## config.mk

```make
export PLATFORM = sky130hd
export DESIGN_NAME = bitmap_multiqueue_ready_queue_top_flat
export DESIGN_NICKNAME = d
export VERILOG_FILES = /design/src/rtl/core/bmq_pkg.sv /design/src/rtl/core/bmq_in_if.sv /design/src/rtl/core/bmq_out_if.sv /design/src/rtl/core/bitmap_multiqueue_ready_queue_top.sv /design/src/rtl/core/bmq_ram.sv /design/src/rtl/core/bmq_level_cell.sv /design/src/flat_wrapper.sv
export SDC_FILE = /design/constraint.sdc
export NUM_CORES = 2
export LEC_CHECK = 0
export BUFFER_PORTS_ARGS = -buffer_cell sky130_fd_sc_hd__buf_2
export CORE_MARGIN = 2
export CORE_UTILIZATION = 60
export DETAILED_ROUTE_END_ITERATION = 7
export PLACE_DENSITY = 0.76
export SLEW_MARGIN = 15
export SYNTH_ARGS = -nofsm -noshare
export SYNTH_HDL_FRONTEND = slang
export SYNTH_SLANG_ARGS = --single-unit
```

## constraint.sdc

```tcl
create_clock -name clk -period 10.8 [get_ports clk]
set_input_delay 1.08 -clock clk [delete_from_list [all_inputs] [get_ports clk]]
set_output_delay 1.08 -clock clk [all_outputs]
set_load 0.02 [all_outputs]
```

## src/rtl/core/bmq_pkg.sv

```systemverilog
// Shared types and constants of the bitmap multiqueue ready queue.
// No dependencies; every other file of the block but bmq_ram imports this package.
`default_nettype none

package bmq_pkg;

    localparam int OPCODE_W = 2;
    localparam int THREAD_W = 6;
    localparam int LEVEL_W  = 5;

    // Operation codes; any other code only reports the best thread
    localparam logic [OPCODE_W-1:0] OP_ADD    = 2'd0;
    localparam logic [OPCODE_W-1:0] OP_REMOVE = 2'd1;

    // Update broadcast from the sequencer to the row of level cells
    typedef struct packed {
        logic                upd;
        logic [LEVEL_W-1:0]  level;
        logic                head_we;
        logic [THREAD_W-1:0] head;
        logic                tail_we;
        logic [THREAD_W-1:0] tail;
        logic                set_ne;
        logic                clr_ne;
    } bmq_cell_cmd_t;

    // Lookup of one level, handed along the row
    typedef struct packed {
        logic                nonempty;
        logic [THREAD_W-1:0] head;
        logic [THREAD_W-1:0] tail;
    } bmq_look_t;

    // Best-thread search, handed along the row from level 0 upward
    typedef struct packed {
        logic                found;
        logic [THREAD_W-1:0] thread;
        logic [LEVEL_W-1:0]  level;
    } bmq_best_t;

endpackage

`default_nettype wire

```

## src/rtl/core/bmq_in_if.sv

```systemverilog
// Request channel of the ready queue: valid/ready plus one operation.
// Depends on bmq_pkg for field widths.
`default_nettype none

interface bmq_in_if import bmq_pkg::*; ();
    logic                valid;
    logic                ready;
    logic [OPCODE_W-1:0] opcode;
    logic [THREAD_W-1:0] thread_id;
    logic [LEVEL_W-1:0]  priority_level;

    modport source (output valid, output opcode, output thread_id,
                    output priority_level, input ready);
    modport sink   (input valid, input opcode, input thread_id,
                    input priority_level, output ready);
endinterface

`default_nettype wire

```

## src/rtl/core/bmq_out_if.sv

```systemverilog
// Result channel of the ready queue: valid/ready plus status and best thread.
// Depends on bmq_pkg for field widths.
`default_nettype none

interface bmq_out_if import bmq_pkg::*; ();
    logic                valid;
    logic                ready;
    logic                status;
    logic                best_valid;
    logic [THREAD_W-1:0] best_thread;
    logic [LEVEL_W-1:0]  best_level;

    modport source (output valid, output status, output best_valid,
                    output best_thread, output best_level, input ready);
    modport sink   (input valid, input status, input best_valid,
                    input best_thread, input best_level, output ready);
endinterface

`default_nettype wire

```

## src/rtl/core/bitmap_multiqueue_ready_queue_top.sv

```systemverilog
// Top level of the bitmap multiqueue ready queue: sequencer, thread stores
// and the row of level cells. Depends on bmq_pkg, bmq_in_if, bmq_out_if,
// bmq_ram and bmq_level_cell.
//
// Ready queue with NUM_LEVELS priority levels for NUM_THREADS threads. Each
// level is a cell holding head, tail and a non-empty flag; the cells form a
// row that hands a level lookup and the best-thread search from level 0
// upward. Per-thread links and the queued flag with the thread's level live
// in three RAMs. From its transfer to its result in the output register an
// operation goes through these steps: the registered RAM read at the thread
// is taken at the transfer edge, then cells and RAMs are updated, then the
// best-thread search over the updated row is loaded into the output
// register, a step that waits while it still holds an untaken result. A new
// request is taken while a result waits in the output register, but not
// before the last result has been loaded into it. After reset a clearing
// pass marks every thread as not queued; no request is taken during it.
`default_nettype none

module bitmap_multiqueue_ready_queue_top import bmq_pkg::*; #(
    parameter int NUM_THREADS = 64,
    parameter int NUM_LEVELS  = 32
) (
    input wire logic  clk,
    input wire logic  rst_n,
    bmq_in_if.sink    req,
    bmq_out_if.source rsp
);

    localparam int TW     = $clog2(NUM_THREADS);
    localparam int INFO_W = 1 + LEVEL_W;

    localparam logic [1:0] S_IDLE   = 2'd0;
    localparam logic [1:0] S_EXEC   = 2'd1;
    localparam logic [1:0] S_RESULT = 2'd2;

    logic [1:0] state_reg, state_next;

    // Clearing pass over the thread info store
    logic          clearing_reg, clearing_next;
    logic [TW-1:0] clr_cnt_reg, clr_cnt_next;

    // Latched request
    logic [OPCODE_W-1:0] op_reg;
    logic [THREAD_W-1:0] tid_reg;
    logic [LEVEL_W-1:0]  lvl_reg;
    logic                status_reg, status_next;

    // Output register
    logic                out_valid_reg, out_valid_next;
    logic                out_status_reg;
    logic                out_bvalid_reg;
    logic [THREAD_W-1:0] out_bthread_reg;
    logic [LEVEL_W-1:0]  out_blevel_reg;

    // RAM ports
    logic                rd_ok;
    logic [TW-1:0]       rd_addr;
    logic                info_we;
    logic [TW-1:0]       info_waddr;
    logic [INFO_W-1:0]   info_wdata;
    logic [INFO_W-1:0]   info_rdata;
    logic                next_we;
    logic [TW-1:0]       next_waddr;
    logic [THREAD_W-1:0] next_wdata;
    logic [THREAD_W-1:0] next_rdata;
    logic                prev_we;
    logic [TW-1:0]       prev_waddr;
    logic [THREAD_W-1:0] prev_wdata;
    logic [THREAD_W-1:0] prev_rdata;

    // Decode of the executing operation
    logic                in_xfer;
    logic                t_ok;
    logic                lvl_ok;
    logic                queued;
    logic [LEVEL_W-1:0]  tlevel;
    logic                is_add;
    logic                is_rem;
    logic                do_add;
    logic                do_rem;
    logic                at_head;
    logic                at_tail;
    logic [LEVEL_W-1:0]  look_level;
    bmq_look_t           look_res;
    bmq_best_t           best_res;
    bmq_cell_cmd_t       cmd;
    logic                out_load;

    bmq_look_t look_chain [NUM_LEVELS+1];
    bmq_best_t best_chain [NUM_LEVELS+1];

    assign req.ready = (state_reg == S_IDLE) && !clearing_reg;
    assign in_xfer   = req.valid && req.ready;

    // Read the thread stores at the requested thread, at address 0 if out of range
    assign rd_ok   = {5'd0, req.thread_id} < 11'(NUM_THREADS);
    assign rd_addr = rd_ok ? TW'(req.thread_id) : '0;

    assign t_ok   = {5'd0, tid_reg} < 11'(NUM_THREADS);
    assign lvl_ok = {1'b0, lvl_reg} < 6'(NUM_LEVELS);
    assign queued = info_rdata[INFO_W-1];
    assign tlevel = info_rdata[LEVEL_W-1:0];

    assign is_add = (op_reg == OP_ADD);
    assign is_rem = (op_reg == OP_REMOVE);
    assign do_add = (state_reg == S_EXEC) && is_add && t_ok && lvl_ok && !queued;
    assign do_rem = (state_reg == S_EXEC) && is_rem && t_ok && queued;

    assign look_level = is_add ? lvl_reg : tlevel;
    assign look_res   = look_chain[NUM_LEVELS];
    assign best_res   = best_chain[NUM_LEVELS];
    assign at_head    = (look_res.head == tid_reg);
    assign at_tail    = (look_res.tail == tid_reg);

    assign status_next = (is_add && !do_add) || (is_rem && !do_rem);

    // Build the cell update and the RAM writes for this operation
    always_comb
    begin
        cmd        = '0;
        cmd.level  = look_level;
        info_we    = 1'b0;
        info_waddr = TW'(tid_reg);
        info_wdata = '0;
        next_we    = 1'b0;
        next_waddr = TW'(look_res.tail);
        next_wdata = tid_reg;
        prev_we    = 1'b0;
        prev_waddr = TW'(tid_reg);
        prev_wdata = look_res.tail;
        if (do_add)
        begin
            // Append at the tail; an empty level gets the thread as head too
            cmd.upd     = 1'b1;
            cmd.head_we = !look_res.nonempty;
            cmd.head    = tid_reg;
            cmd.tail_we = 1'b1;
            cmd.tail    = tid_reg;
            cmd.set_ne  = 1'b1;
            info_we     = 1'b1;
            info_wdata  = {1'b1, lvl_reg};
            next_we     = look_res.nonempty;
            prev_we     = look_res.nonempty;
        end
        else if (do_rem)
        begin
            // Unlink from wherever the thread sits in its level
            cmd.upd    = 1'b1;
            info_we    = 1'b1;
            info_wdata = {1'b0, tlevel};
            if (at_head && at_tail)
            begin
                cmd.clr_ne = 1'b1;
            end
            else if (at_head)
            begin
                cmd.head_we = 1'b1;
                cmd.head    = next_rdata;
            end
            else if (at_tail)
            begin
                cmd.tail_we = 1'b1;
                cmd.tail    = prev_rdata;
            end
            else
            begin
                next_we    = 1'b1;
                next_waddr = TW'(prev_rdata);
                next_wdata = next_rdata;
                prev_we    = 1'b1;
                prev_waddr = TW'(next_rdata);
                prev_wdata = prev_rdata;
            end
        end
        else if (clearing_reg)
        begin
            // Mark one thread as not queued per cycle after reset
            info_we    = 1'b1;
            info_waddr = clr_cnt_reg;
            info_wdata = '0;
        end
    end

    // Thread stores
    bmq_ram #(.WIDTH(INFO_W), .DEPTH(NUM_THREADS)) u_info_ram (
        .clk   (clk),
        .we    (info_we),
        .waddr (info_waddr),
        .wdata (info_wdata),
        .raddr (rd_addr),
        .rdata (info_rdata)
    );

    bmq_ram #(.WIDTH(THREAD_W), .DEPTH(NUM_THREADS)) u_next_ram (
        .clk   (clk),
        .we    (next_we),
        .waddr (next_waddr),
        .wdata (next_wdata),
        .raddr (rd_addr),
        .rdata (next_rdata)
    );

    bmq_ram #(.WIDTH(THREAD_W), .DEPTH(NUM_THREADS)) u_prev_ram (
        .clk   (clk),
        .we    (prev_we),
        .waddr (prev_waddr),
        .wdata (prev_wdata),
        .raddr (rd_addr),
        .rdata (prev_rdata)
    );

    // Row of level cells
    assign look_chain[0] = '0;
    assign best_chain[0] = '0;

    for (genvar g = 0; g < NUM_LEVELS; g++)
    begin : g_cell
        bmq_level_cell #(.CELL_IDX(g)) u_cell (
            .clk        (clk),
            .rst_n      (rst_n),
            .cmd        (cmd),
            .look_level (look_level),
            .look_in    (look_chain[g]),
            .look_out   (look_chain[g+1]),
            .best_in    (best_chain[g]),
            .best_out   (best_chain[g+1])
        );
    end

    // Sequencer and clearing pass
    assign out_load = (state_reg == S_RESULT) && (!out_valid_reg || rsp.ready);

    always_comb
    begin
        state_next    = state_reg;
        clearing_next = clearing_reg;
        clr_cnt_next  = clr_cnt_reg;
        if (clearing_reg)
        begin
            clr_cnt_next = clr_cnt_reg + 1'b1;
            if (clr_cnt_reg == TW'(NUM_THREADS - 1))
            begin
                clearing_next = 1'b0;
            end
        end
        case (state_reg)
            S_IDLE:
            begin
                if (in_xfer)
                begin
                    state_next = S_EXEC;
                end
            end
            S_EXEC:
            begin
                state_next = S_RESULT;
            end
            S_RESULT:
            begin
                if (out_load)
                begin
                    state_next = S_IDLE;
                end
            end
            default:
            begin
                state_next = S_IDLE;
            end
        endcase
    end

    always_ff @(posedge clk or negedge rst_n)
    begin
        if (!rst_n)
        begin
            state_reg    <= S_IDLE;
            clearing_reg <= 1'b1;
            clr_cnt_reg  <= '0;
        end
        else
        begin
            state_reg    <= state_next;
            clearing_reg <= clearing_next;
            clr_cnt_reg  <= clr_cnt_next;
        end
    end

    // Hold the request and its status
    always_ff @(posedge clk)
    begin
        if (in_xfer)
        begin
            op_reg  <= req.opcode;
            tid_reg <= req.thread_id;
            lvl_reg <= req.priority_level;
        end
        if (state_reg == S_EXEC)
        begin
            status_reg <= status_next;
        end
    end

    // Output register: load on a finished item, drop on transfer
    always_comb
    begin
        out_valid_next = out_valid_reg;
        if (out_load)
        begin
            out_valid_next = 1'b1;
        end
        else if (rsp.ready)
        begin
            out_valid_next = 1'b0;
        end
    end

    always_ff @(posedge clk or negedge rst_n)
    begin
        if (!rst_n)
        begin
            out_valid_reg <= 1'b0;
        end
        else
        begin
            out_valid_reg <= out_valid_next;
        end
    end

    always_ff @(posedge clk)
    begin
        if (out_load)
        begin
            out_status_reg  <= status_reg;
            out_bvalid_reg  <= best_res.found;
            out_bthread_reg <= best_res.thread;
            out_blevel_reg  <= best_res.level;
        end
    end

    assign rsp.valid       = out_valid_reg;
    assign rsp.status      = out_status_reg;
    assign rsp.best_valid  = out_bvalid_reg;
    assign rsp.best_thread = out_bthread_reg;
    assign rsp.best_level  = out_blevel_reg;

endmodule

`default_nettype wire

```

## src/rtl/core/bmq_ram.sv

```systemverilog
// Generic single-write, single-read RAM with registered read data.
// No dependencies.
`default_nettype none

module bmq_ram #(
    parameter int WIDTH = 8,
    parameter int DEPTH = 64,
    localparam int AW   = $clog2(DEPTH)
) (
    input  wire logic             clk,
    input  wire logic             we,
    input  wire logic [AW-1:0]    waddr,
    input  wire logic [WIDTH-1:0] wdata,
    input  wire logic [AW-1:0]    raddr,
    output logic      [WIDTH-1:0] rdata
);

    logic [WIDTH-1:0] mem_reg [DEPTH];
    logic [WIDTH-1:0] rdata_reg;

    // Write port
    always_ff @(posedge clk)
    begin
        if (we)
        begin
            mem_reg[waddr] <= wdata;
        end
    end

    // Registered read port
    always_ff @(posedge clk)
    begin
        rdata_reg <= mem_reg[raddr];
    end

    assign rdata = rdata_reg;

endmodule

`default_nettype wire

```

## src/rtl/core/bmq_level_cell.sv

```systemverilog
// One priority level of the ready queue: head, tail and non-empty flag.
// Depends on bmq_pkg; instantiated in a row by the top level.
`default_nettype none

module bmq_level_cell import bmq_pkg::*; #(
    parameter int CELL_IDX = 0
) (
    input  wire logic               clk,
    input  wire logic               rst_n,
    input  wire bmq_cell_cmd_t      cmd,
    input  wire logic [LEVEL_W-1:0] look_level,
    input  wire bmq_look_t          look_in,
    output bmq_look_t               look_out,
    input  wire bmq_best_t          best_in,
    output bmq_best_t               best_out
);

    localparam logic [LEVEL_W-1:0] MY_LEVEL = LEVEL_W'(CELL_IDX);

    logic                ne_reg;
    logic [THREAD_W-1:0] head_reg;
    logic [THREAD_W-1:0] tail_reg;
    logic                hit;

    assign hit = cmd.upd && (cmd.level == MY_LEVEL);

    // Non-empty flag: control state, cleared by reset
    always_ff @(posedge clk or negedge rst_n)
    begin
        if (!rst_n)
        begin
            ne_reg <= 1'b0;
        end
        else if (hit && cmd.set_ne)
        begin
            ne_reg <= 1'b1;
        end
        else if (hit && cmd.clr_ne)
        begin
            ne_reg <= 1'b0;
        end
    end

    // Head and tail pointers
    always_ff @(posedge clk)
    begin
        if (hit && cmd.head_we)
        begin
            head_reg <= cmd.head;
        end
        if (hit && cmd.tail_we)
        begin
            tail_reg <= cmd.tail;
        end
    end

    // Replace the lookup with this level's entry when it is the one asked for
    always_comb
    begin
        look_out = look_in;
        if (look_level == MY_LEVEL)
        begin
            look_out.nonempty = ne_reg;
            look_out.head     = head_reg;
            look_out.tail     = tail_reg;
        end
    end

    // Claim the best slot if no more urgent level already did
    always_comb
    begin
        best_out = best_in;
        if (!best_in.found && ne_reg)
        begin
            best_out.found  = 1'b1;
            best_out.thread = head_reg;
            best_out.level  = MY_LEVEL;
        end
    end

endmodule

`default_nettype wire
```

## src/flat_wrapper.sv

```systemverilog
// flat-port wrapper written by rule: the top's interface ports become plain ports
module bitmap_multiqueue_ready_queue_top_flat import bmq_pkg::*;
#(
    parameter int NUM_THREADS = 64,
    parameter int NUM_LEVELS  = 32
)
  (clk, rst_n, req_valid, req_opcode, req_thread_id, req_priority_level, req_ready, rsp_valid, rsp_status, rsp_best_valid, rsp_best_thread, rsp_best_level, rsp_ready);
  bmq_in_if req_i ();
  bmq_out_if rsp_i ();
  input wire logic clk;
  input wire logic rst_n;
  input wire logic [$bits(req_i.valid)-1:0] req_valid;
  input wire logic [$bits(req_i.opcode)-1:0] req_opcode;
  input wire logic [$bits(req_i.thread_id)-1:0] req_thread_id;
  input wire logic [$bits(req_i.priority_level)-1:0] req_priority_level;
  output wire logic [$bits(req_i.ready)-1:0] req_ready;
  output wire logic [$bits(rsp_i.valid)-1:0] rsp_valid;
  output wire logic [$bits(rsp_i.status)-1:0] rsp_status;
  output wire logic [$bits(rsp_i.best_valid)-1:0] rsp_best_valid;
  output wire logic [$bits(rsp_i.best_thread)-1:0] rsp_best_thread;
  output wire logic [$bits(rsp_i.best_level)-1:0] rsp_best_level;
  input wire logic [$bits(rsp_i.ready)-1:0] rsp_ready;
  assign req_i.valid = req_valid;
  assign req_i.opcode = req_opcode;
  assign req_i.thread_id = req_thread_id;
  assign req_i.priority_level = req_priority_level;
  assign req_ready = req_i.ready;
  assign rsp_valid = rsp_i.valid;
  assign rsp_status = rsp_i.status;
  assign rsp_best_valid = rsp_i.best_valid;
  assign rsp_best_thread = rsp_i.best_thread;
  assign rsp_best_level = rsp_i.best_level;
  assign rsp_i.ready = rsp_ready;
  bitmap_multiqueue_ready_queue_top #(.NUM_THREADS(NUM_THREADS), .NUM_LEVELS(NUM_LEVELS)) u_core (.clk(clk), .rst_n(rst_n), .req(req_i), .rsp(rsp_i));
endmodule
```

# Word-level counts from Yosys, hierarchy flattened
# Memory sizes are Yosys's and may differ from the RTL's. A register that Yosys moved wholly into a read port is not among the register bits.
# Cells that the tools add are included.
# classes
n_reduce_logical	281
addsub	1
muxes	175
n_eq_ne	39
# op_table
cell	count
2-to-1 mux 13 bit	32
2-to-1 mux 12 bit	31
logical AND 1 bit	201
2-to-1 mux 1 bit	86
2-to-1 mux 6 bit	14
== test 5 bit (second input constant)	16
nonzero test 2 bit	33
2-to-1 mux 14 bit	3
== test 5 x 4 -> 1 bit (second input constant)	8
zero test 1 bit	37
2-to-1 mux 7 bit	3
== test 5 x 3 -> 1 bit (second input constant)	4
OR reduction 16 bit	1
== test 6 bit	2
2-to-1 mux 11 bit	1
== test 5 x 2 -> 1 bit (second input constant)	2
2-to-1 mux 5 bit	2
OR reduction 8 bit	1
adder 6 x 1 -> 6 bit (second input constant)	1
== test 6 bit (second input constant)	1
case mux 2 bit (3 select lines)	1
== test 5 x 1 -> 1 bit (second input constant)	1
zero test 5 bit	1
== test 2 x 1 -> 1 bit (second input constant)	2
8 further kinds	12
# totals
input_bits	17
ff_bits	453
wordCells	611
ram_bits	1152
n_memories	3
# memory_table
name	depth	word_bits	read_ports	rd_ports_with_merged_regs	write_ports	line	rtl
u_core.u_info_ram.mem_reg	64	6	1	1	1	bmq_ram.sv:18	logic [WIDTH-1:0] mem_reg [DEPTH];
u_core.u_next_ram.mem_reg	64	6	1	1	1	bmq_ram.sv:18	
u_core.u_prev_ram.mem_reg	64	6	1	1	1	bmq_ram.sv:18	

# Depth between registers and ports, before layout
# depth
depth_word	94
depth_mapped	19

# Cells and area by module
# A second synthesis with hierarchy kept.
# unflattened
hier_cells	3909
hier_area_um2	71885.2
# modules_own_cells
mod	seq_area_each_um2	area_per_inst_um2	n_inst	cells_per_inst
bmq_ram	11651.2	15225.9	3	720
bmq_level_cell at u_core.g_cell[10].u_cell ...	385.4	782.0	4	51
bmq_level_cell at u_core.g_cell[23].u_cell ...	385.4	780.7	4	51
bmq_level_cell at u_core.g_cell[21].u_cell ...	385.4	773.2	4	49
bmq_level_cell at u_core.g_cell[17].u_cell ...	385.4	760.7	4	49
bmq_level_cell at u_core.g_cell[11].u_cell ...	385.4	723.2	4	50
bitmap_multiqueue_ready_queue_top	1062.3	1964.4	1	145
bmq_level_cell at u_core.g_cell[19].u_cell ...	385.4	763.2	2	51
bmq_level_cell at u_core.g_cell[1].u_cell ...	385.4	742.0	2	50
bmq_level_cell at u_core.g_cell[12].u_cell ...	385.4	739.5	2	51
bmq_level_cell at u_core.g_cell[4].u_cell ...	385.4	726.9	2	50
bmq_level_cell at u_core.g_cell[0].u_cell	385.4	774.5	1	50
bmq_level_cell at u_core.g_cell[31].u_cell	385.4	772.0	1	51
bmq_level_cell at u_core.g_cell[16].u_cell	385.4	755.7	1	49
bmq_level_cell at u_core.g_cell[15].u_cell	385.4	718.2	1	50

# Worst setup path after synthesis
# No wires, ideal clock.
# synth_path
path_type	reg-to-reg
from	register u_core.op_reg[0]
to	memory u_core.u_prev_ram.mem_reg[0][1] (netlist name), data pin
slack_ns	4.167
arrival_time_ns	5.931
path_stages_with_launch	15
synth_period_minus_slack_ns	6.633
cell_sequence	edfxtp_1 or4_1 o31ai_4 buf_2 nand3_1 a221oi_1 a211oi_1 o22ai_1 o32ai_1 a2111oi_1 or4_1 buf_2 nand2_1 buf_4 o21ai_0
# synth_between
elab_chain_len	41
word_cells_on_any_way	79
classes_between	eq/ne (34); mux (38); reduce/logical (7)
# synth_rtl
element	line	rtl
start, declared	bitmap_multiqueue_ready_queue_top.sv:43	logic [OPCODE_W-1:0] op_reg;
start signal, assigned	bitmap_multiqueue_ready_queue_top.sv:293	op_reg <= req.opcode;
zero test 2 bit	bitmap_multiqueue_ready_queue_top.sv:104	assign is_add = (op_reg == OP_ADD);
2-to-1 mux 5 bit	bitmap_multiqueue_ready_queue_top.sv:109	assign look_level = is_add ? lvl_reg : tlevel;
zero test 5 bit	bmq_level_cell.sv:61	if (look_level == MY_LEVEL)
2-to-1 mux 13 bit (32 in a row)	bmq_level_cell.sv:61	
== test 6 bit	bitmap_multiqueue_ready_queue_top.sv:113	assign at_tail = (look_res.tail == tid_reg);
2-to-1 mux 6 bit (4 in a row)	-	
2-to-1 mux 6 bit *	-	
named net u_core.next_waddr[1]	bitmap_multiqueue_ready_queue_top.sv:63	logic [TW-1:0] next_waddr;
end, declared	bmq_ram.sv:18	
# Mark *: on every way through the listed nets, which the timed path passes. The rest lies on a longest branch.

# Worst setup path after layout
# layout_path
from	register u_core.op_reg[1]
to	memory u_core.u_prev_ram.mem_reg[25][4] (netlist name) (enable)
# layout_between
elab_chain_len	43
word_cells_on_any_way	86
classes_between	eq/ne (34); mux (45); reduce/logical (7)
# layout_rtl
element	line	rtl
zero test 2 bit	bitmap_multiqueue_ready_queue_top.sv:104	
2-to-1 mux 5 bit	bitmap_multiqueue_ready_queue_top.sv:109	
zero test 5 bit	bmq_level_cell.sv:61	
2-to-1 mux 13 bit (32 in a row)	bmq_level_cell.sv:61	
== test 6 bit	bitmap_multiqueue_ready_queue_top.sv:113	
2-to-1 mux 1 bit	bitmap_multiqueue_ready_queue_top.sv:160	else if (at_tail)
2-to-1 mux 1 bit	bitmap_multiqueue_ready_queue_top.sv:155	else if (at_head)
2-to-1 mux 1 bit	bitmap_multiqueue_ready_queue_top.sv:151	if (at_head && at_tail)
2-to-1 mux 1 bit	bitmap_multiqueue_ready_queue_top.sv:145	else if (do_rem)
2-to-1 mux 1 bit	bitmap_multiqueue_ready_queue_top.sv:131	if (do_add)
2-to-1 mux 1 bit	bmq_ram.sv:24	if (we)
2-to-1 mux 1 bit (implied by the code)	bmq_ram.sv:26	mem_reg[waddr] <= wdata;
# Parallel ways exist; a longest one is shown, timed or not.

==> results list <==
- In this run the number of H-tree levels came out at 4.
- TritonCTS built the clock tree.
- A synthesized cell averages 16.6 sq um.
- Power after layout: 15.4 mW
* Worst-Margin Slew: 1.34 ns
- Relative to the synthesized area, the layout overhead comes to 10.0%.
- Counting cells, the worst reg-to-reg path comes to 12.
- Of all nets on the critical path, the largest fanout is 41.
* CP cell instances: or2_1 > mux2i_2 > buf_4 > nand2_1 > a221oi_1 > a211oi_1 > o22ai_1 > o32ai_1 > a2111oi_1 > or4_2 > nand2_1 > o21ai_0
- Most frequently used flop master after synthesis: sky130_fd_sc_hd__edfxtp_1
* Adder-cell area share of the yosys netlist: 0.000182
- Number of nets with antenna violations after routing: 0
- Count of synthesis-stage warnings from yosys: 0
* Fill cell instance count of the final layout: 7,477
* Beginning of the critical path: u_core.op_reg[1]$_DFFE_PP_
* Post-route clock period utilization: 0.760
- Final hold viol count: 0
* Row cnt: 124
- Drt total wl: 190,000 um
- By instance count, the cell type seen most on the critical path is sky130_fd_sc_hd__nand2_1.
* Total Die Area: 118,000 sq um
- Share of the yosys chip area belonging to registers: 0.702
- Total half-perimeter wirelength after legalization and detailed placement: 117,000 um
- The worst hold path begins at u_core.status_reg$_DFFE_PN_.
* Initial DRC Count: 7,118
- Max Clk Rate: 122 MHz
- The final reports fail on DRC.
- The floorplan step set the die height to 343 um.
- Number of hold buffers added after CTS: 0
* Time the worst path needs with I/O delays and setup: 8.20 ns
- Setup repair after global routing left no endpoint under its margin.
- Yosys reg bits: 1,623
- After clock tree synthesis, the clock-pin slew on the worst setup and hold paths is 0.06 ns.
- Total CTS buffers: 162
- Xor and xnor area share after synthesis: 0.00140
* Terminating pin of the worst hold path: u_core.rsp.status$_DFFE_PP_
* Standby leakage power: 23.9 nW
- Before antenna repair, the detailed router went through 8 iterations.
- After technology mapping, the gate count stands at 4,139.
* Via count of the first global-routing pass: 40,800
* Slowest cell on crit path: sky130_fd_sc_hd__edfxtp_1
* Core Region: 114,000 sq um
- Detail-routed via count per cell: 7.31
- The worst setup path is of the flop to flop kind.
- Async SR Flop Fraction: 0.0259
* Total power per unit cell area: 203 nW/um^2
* Share of layout cells above drive strength 1: 0.189
* Synth Area in Simple Gates: 0.0584
- In this run the cell area of the synthesized design comes to 68,900 sq um.
* Required @ worst endpoint: 11.19 ns
* Effective utilization at floorplan: 0.604
* Via count: 42,200
* Unique masters post-synth: 110
- Setup violations remaining at the end of the flow were counted as 0.
- The clock net in this run drives a total of 1,623 sinks.
* Slew Limit Headroom: 0.0985
- In the routed design, unresolved DRC markers number 2.
- RePlAce Congestion: 0.973
- Data arrives at the worst endpoint at 8.60 ns.
- After synthesis, the largest family of logic cells by area is multiplexers.
* Worst stage delay on the critical path: 0.98 ns
- The first global-routing pass estimated 279,000 um of wire.
- Post-CTS Resized: 0
- The initial antenna violation count was 3.
- Clock buffer depth: 3
* Final core occ: 0.664
* Pins Over Slew Limit: 0
* Type of element launching the critical path: flop
* Complex-gate fraction of the synthesized area: 0.0908
- The floorplan step set the die width to 343 um.
- The clock arrives with 0.0254 ns of skew.
* Max-cap violations: 0
- Capturing point of the worst reg2reg path: u_core.u_prev_ram.mem_reg[25][4]$_DFFE_PP_
* Pin count of the biggest net entering global routing: 145
- After routing, the total negative slack on setup checks comes to 0 ns.
* IO buf count: 31
- Number of synthesized flops with an enable pin: 1,563
- I/O pin cnt: 32
- Min-delay worst type: flop to flop
- Counting instances, the worst hold path has a depth of 0.
- At the later pin of the worst-skew pair, clock insertion delay measures 0.78 ns.
* Wirelength per Cell: 32.9 um
- Number of nets in the finished design: 4,148
* Cell at the root of the clock tree: sky130_fd_sc_hd__clkbuf_16
* CP Capture Type: flop
* Post-synthesis mux area share: 0.128
- The number of setup buffers added after CTS is 0.
- Outcome: finished, violations left
- Reg2Reg Setup Slack: 2.60 ns
- Across every metal layer, demand over resource in global routing totals 0.326.
* Number of nets in the synthesized netlist: 4,157
* Overflow after GRT: 0
- The startpoint identified for the worst register-to-register timing path is u_core.op_reg[1]$_DFFE_PP_.
- VDD sags by at most 0.191 mV.
==> through the flow <==
stage | worst slack, ns | hold slack, ns | std cells | cell area, sq um
global placement | 2.93 | 0.487 | 5478 | 70600
CTS | 2.67 | 0.455 | 5771 | 75700
global route | 2.39 | 0.480 | 5772 | 75800
finish | 2.60 | 0.469 | 5772 | 75800
detailed placement | 2.70 | 0.479 | 5478 | 70600
floorplan | 4.17 | 0.400 | 4139 | 68900
==> cell families after synthesis <==
family,count (synthesis)
xor gates and xnor gates,11
and+or+nand+nor,829
DFF,1623
muxes,407
AOI/OAI and AO/OA,953
buffers and inverters,315
adders and majority gates,1
==> layout by cell type, fill, tap and decap left out, drive strengths merged, types with 9 or more instances in the layout <==
| cell type | synthesis | layout |
|---|---|---|
| nand2 | 205 | 205 |
| nor2b | 33 | 33 |
| nor3 | 88 | 88 |
| a222oi | 12 | 12 |
| buf | 130 | 107 |
| a31oi | 24 | 24 |
| clkbuf | 150 | 222 |
| nand4 | 44 | 44 |
| a22o | 20 | 20 |
| mux4 | 378 | 378 |
| a32oi | 16 | 16 |
| nor4 | 15 | 15 |
| o31ai | 18 | 18 |
| o221ai | 19 | 19 |
| a221oi | 32 | 32 |
| a21oi | 228 | 228 |
| dfrtp | 41 | 41 |
| inv | 34 | 44 |
| and3 | 14 | 14 |
| mux2i | 14 | 14 |
| o22ai | 60 | 60 |
| or3 | 14 | 14 |
| and2 | 14 | 14 |
| nand3 | 76 | 76 |
| o211ai | 31 | 31 |
| xnor2 | 9 | 9 |
| a211oi | 20 | 20 |
| o32ai | 10 | 10 |
| o21ai | 253 | 253 |
| edfxtp | 1563 | 1563 |
| mux2 | 15 | 15 |
| clkinv | 1 | 49 |
| or4 | 17 | 17 |
| a22oi | 104 | 104 |
| nor2 | 244 | 244 |
| nand2b | 24 | 24 |
| bufinv | 0 | 10 |
| dfxtp | 18 | 18 |
==> synthesized netlist by cell type, types with 17 or more instances <==
master	n	area share
sky130_fd_sc_hd__a211oi_1	18	0.0020
sky130_fd_sc_hd__a21oi_1	228	0.017
sky130_fd_sc_hd__a221oi_1	32	0.0041
sky130_fd_sc_hd__a22o_1	20	0.0025
sky130_fd_sc_hd__a22oi_1	103	0.011
sky130_fd_sc_hd__a31oi_1	23	0.0021
sky130_fd_sc_hd__buf_1	49	0.0027
sky130_fd_sc_hd__buf_2	74	0.0054
sky130_fd_sc_hd__clkbuf_1	150	0.0082
sky130_fd_sc_hd__dfrtp_1	41	0.015
sky130_fd_sc_hd__dfxtp_1	18	0.0052
sky130_fd_sc_hd__edfxtp_1	1563	0.68
sky130_fd_sc_hd__inv_1	34	0.0019
sky130_fd_sc_hd__mux4_2	378	0.12
sky130_fd_sc_hd__nand2_1	205	0.011
sky130_fd_sc_hd__nand2b_1	24	0.0022
sky130_fd_sc_hd__nand3_1	75	0.0054
sky130_fd_sc_hd__nand4_1	44	0.0040
sky130_fd_sc_hd__nor2_1	242	0.013
sky130_fd_sc_hd__nor2b_1	33	0.0030
sky130_fd_sc_hd__nor3_1	87	0.0063
sky130_fd_sc_hd__o211ai_1	31	0.0034
sky130_fd_sc_hd__o21ai_0	237	0.017
sky130_fd_sc_hd__o221ai_1	19	0.0024
sky130_fd_sc_hd__o22ai_1	59	0.0054
sky130_fd_sc_hd__or4_1	17	0.0019
==> metal layers <==
metal,part of all wire,wire (um),up-vias,track usage
met5,0.00034,64,-,0.00321
met4,0.040,7510,6,0.118
met3,0.12,23300,510,0.0775
met2,0.46,87700,3344,0.491
met1,0.38,71400,21300,0.472
li1,-,-,17000,-
==> power by group <==
part / switching, mW / total, mW / internal (mW)
sequential: 0.107 / 7.43 / 7.32
combinational: 1.78 / 2.46 / 0.681
clock: 2.36 / 5.50 / 3.14
==> layout make-up <==
class,count,area (sq um),area share
flip-flops and latches,1623,48300,0.638
multi-input cells,2201,19500,0.257
clock buffers,222,4460,0.0589
well taps,1512,1890,0.0250
repair buffers,107,779,0.0103
clock inverters,71,681,0.00898
inverters,35,131,0.00173
diodes,1,2.50,0.0000330
==> worst max-delay path, delay by kind of cell, from the launching register on <==
kind                   cells  cell delay (ns)
AND/OR/NAND/NOR            4             2.52
AO/OA/AOI/OAI              6             3.02
flip-flops                 1             0.98
buffers and inverters      1             0.37
multiplexers               1             0.90
==> worst max path at each step <==
stage / endpoint / cells after the start
2_1_floorplan: u_core.u_prev_ram.mem_reg[0][1]$_DFFE_PP_ / 14
3_3_place_gp: u_core.u_next_ram.mem_reg[30][3]$_DFFE_PP_ / 12
3_5_place_dp: u_core.u_next_ram.mem_reg[30][5]$_DFFE_PP_ / 12
4_1_cts: u_core.u_next_ram.mem_reg[53][3]$_DFFE_PP_ / 12
5_1_grt: u_core.u_prev_ram.mem_reg[25][4]$_DFFE_PP_ / 12
6_report: u_core.u_prev_ram.mem_reg[25][4]$_DFFE_PP_ / 12
Power figures use the tool's default switching activity.
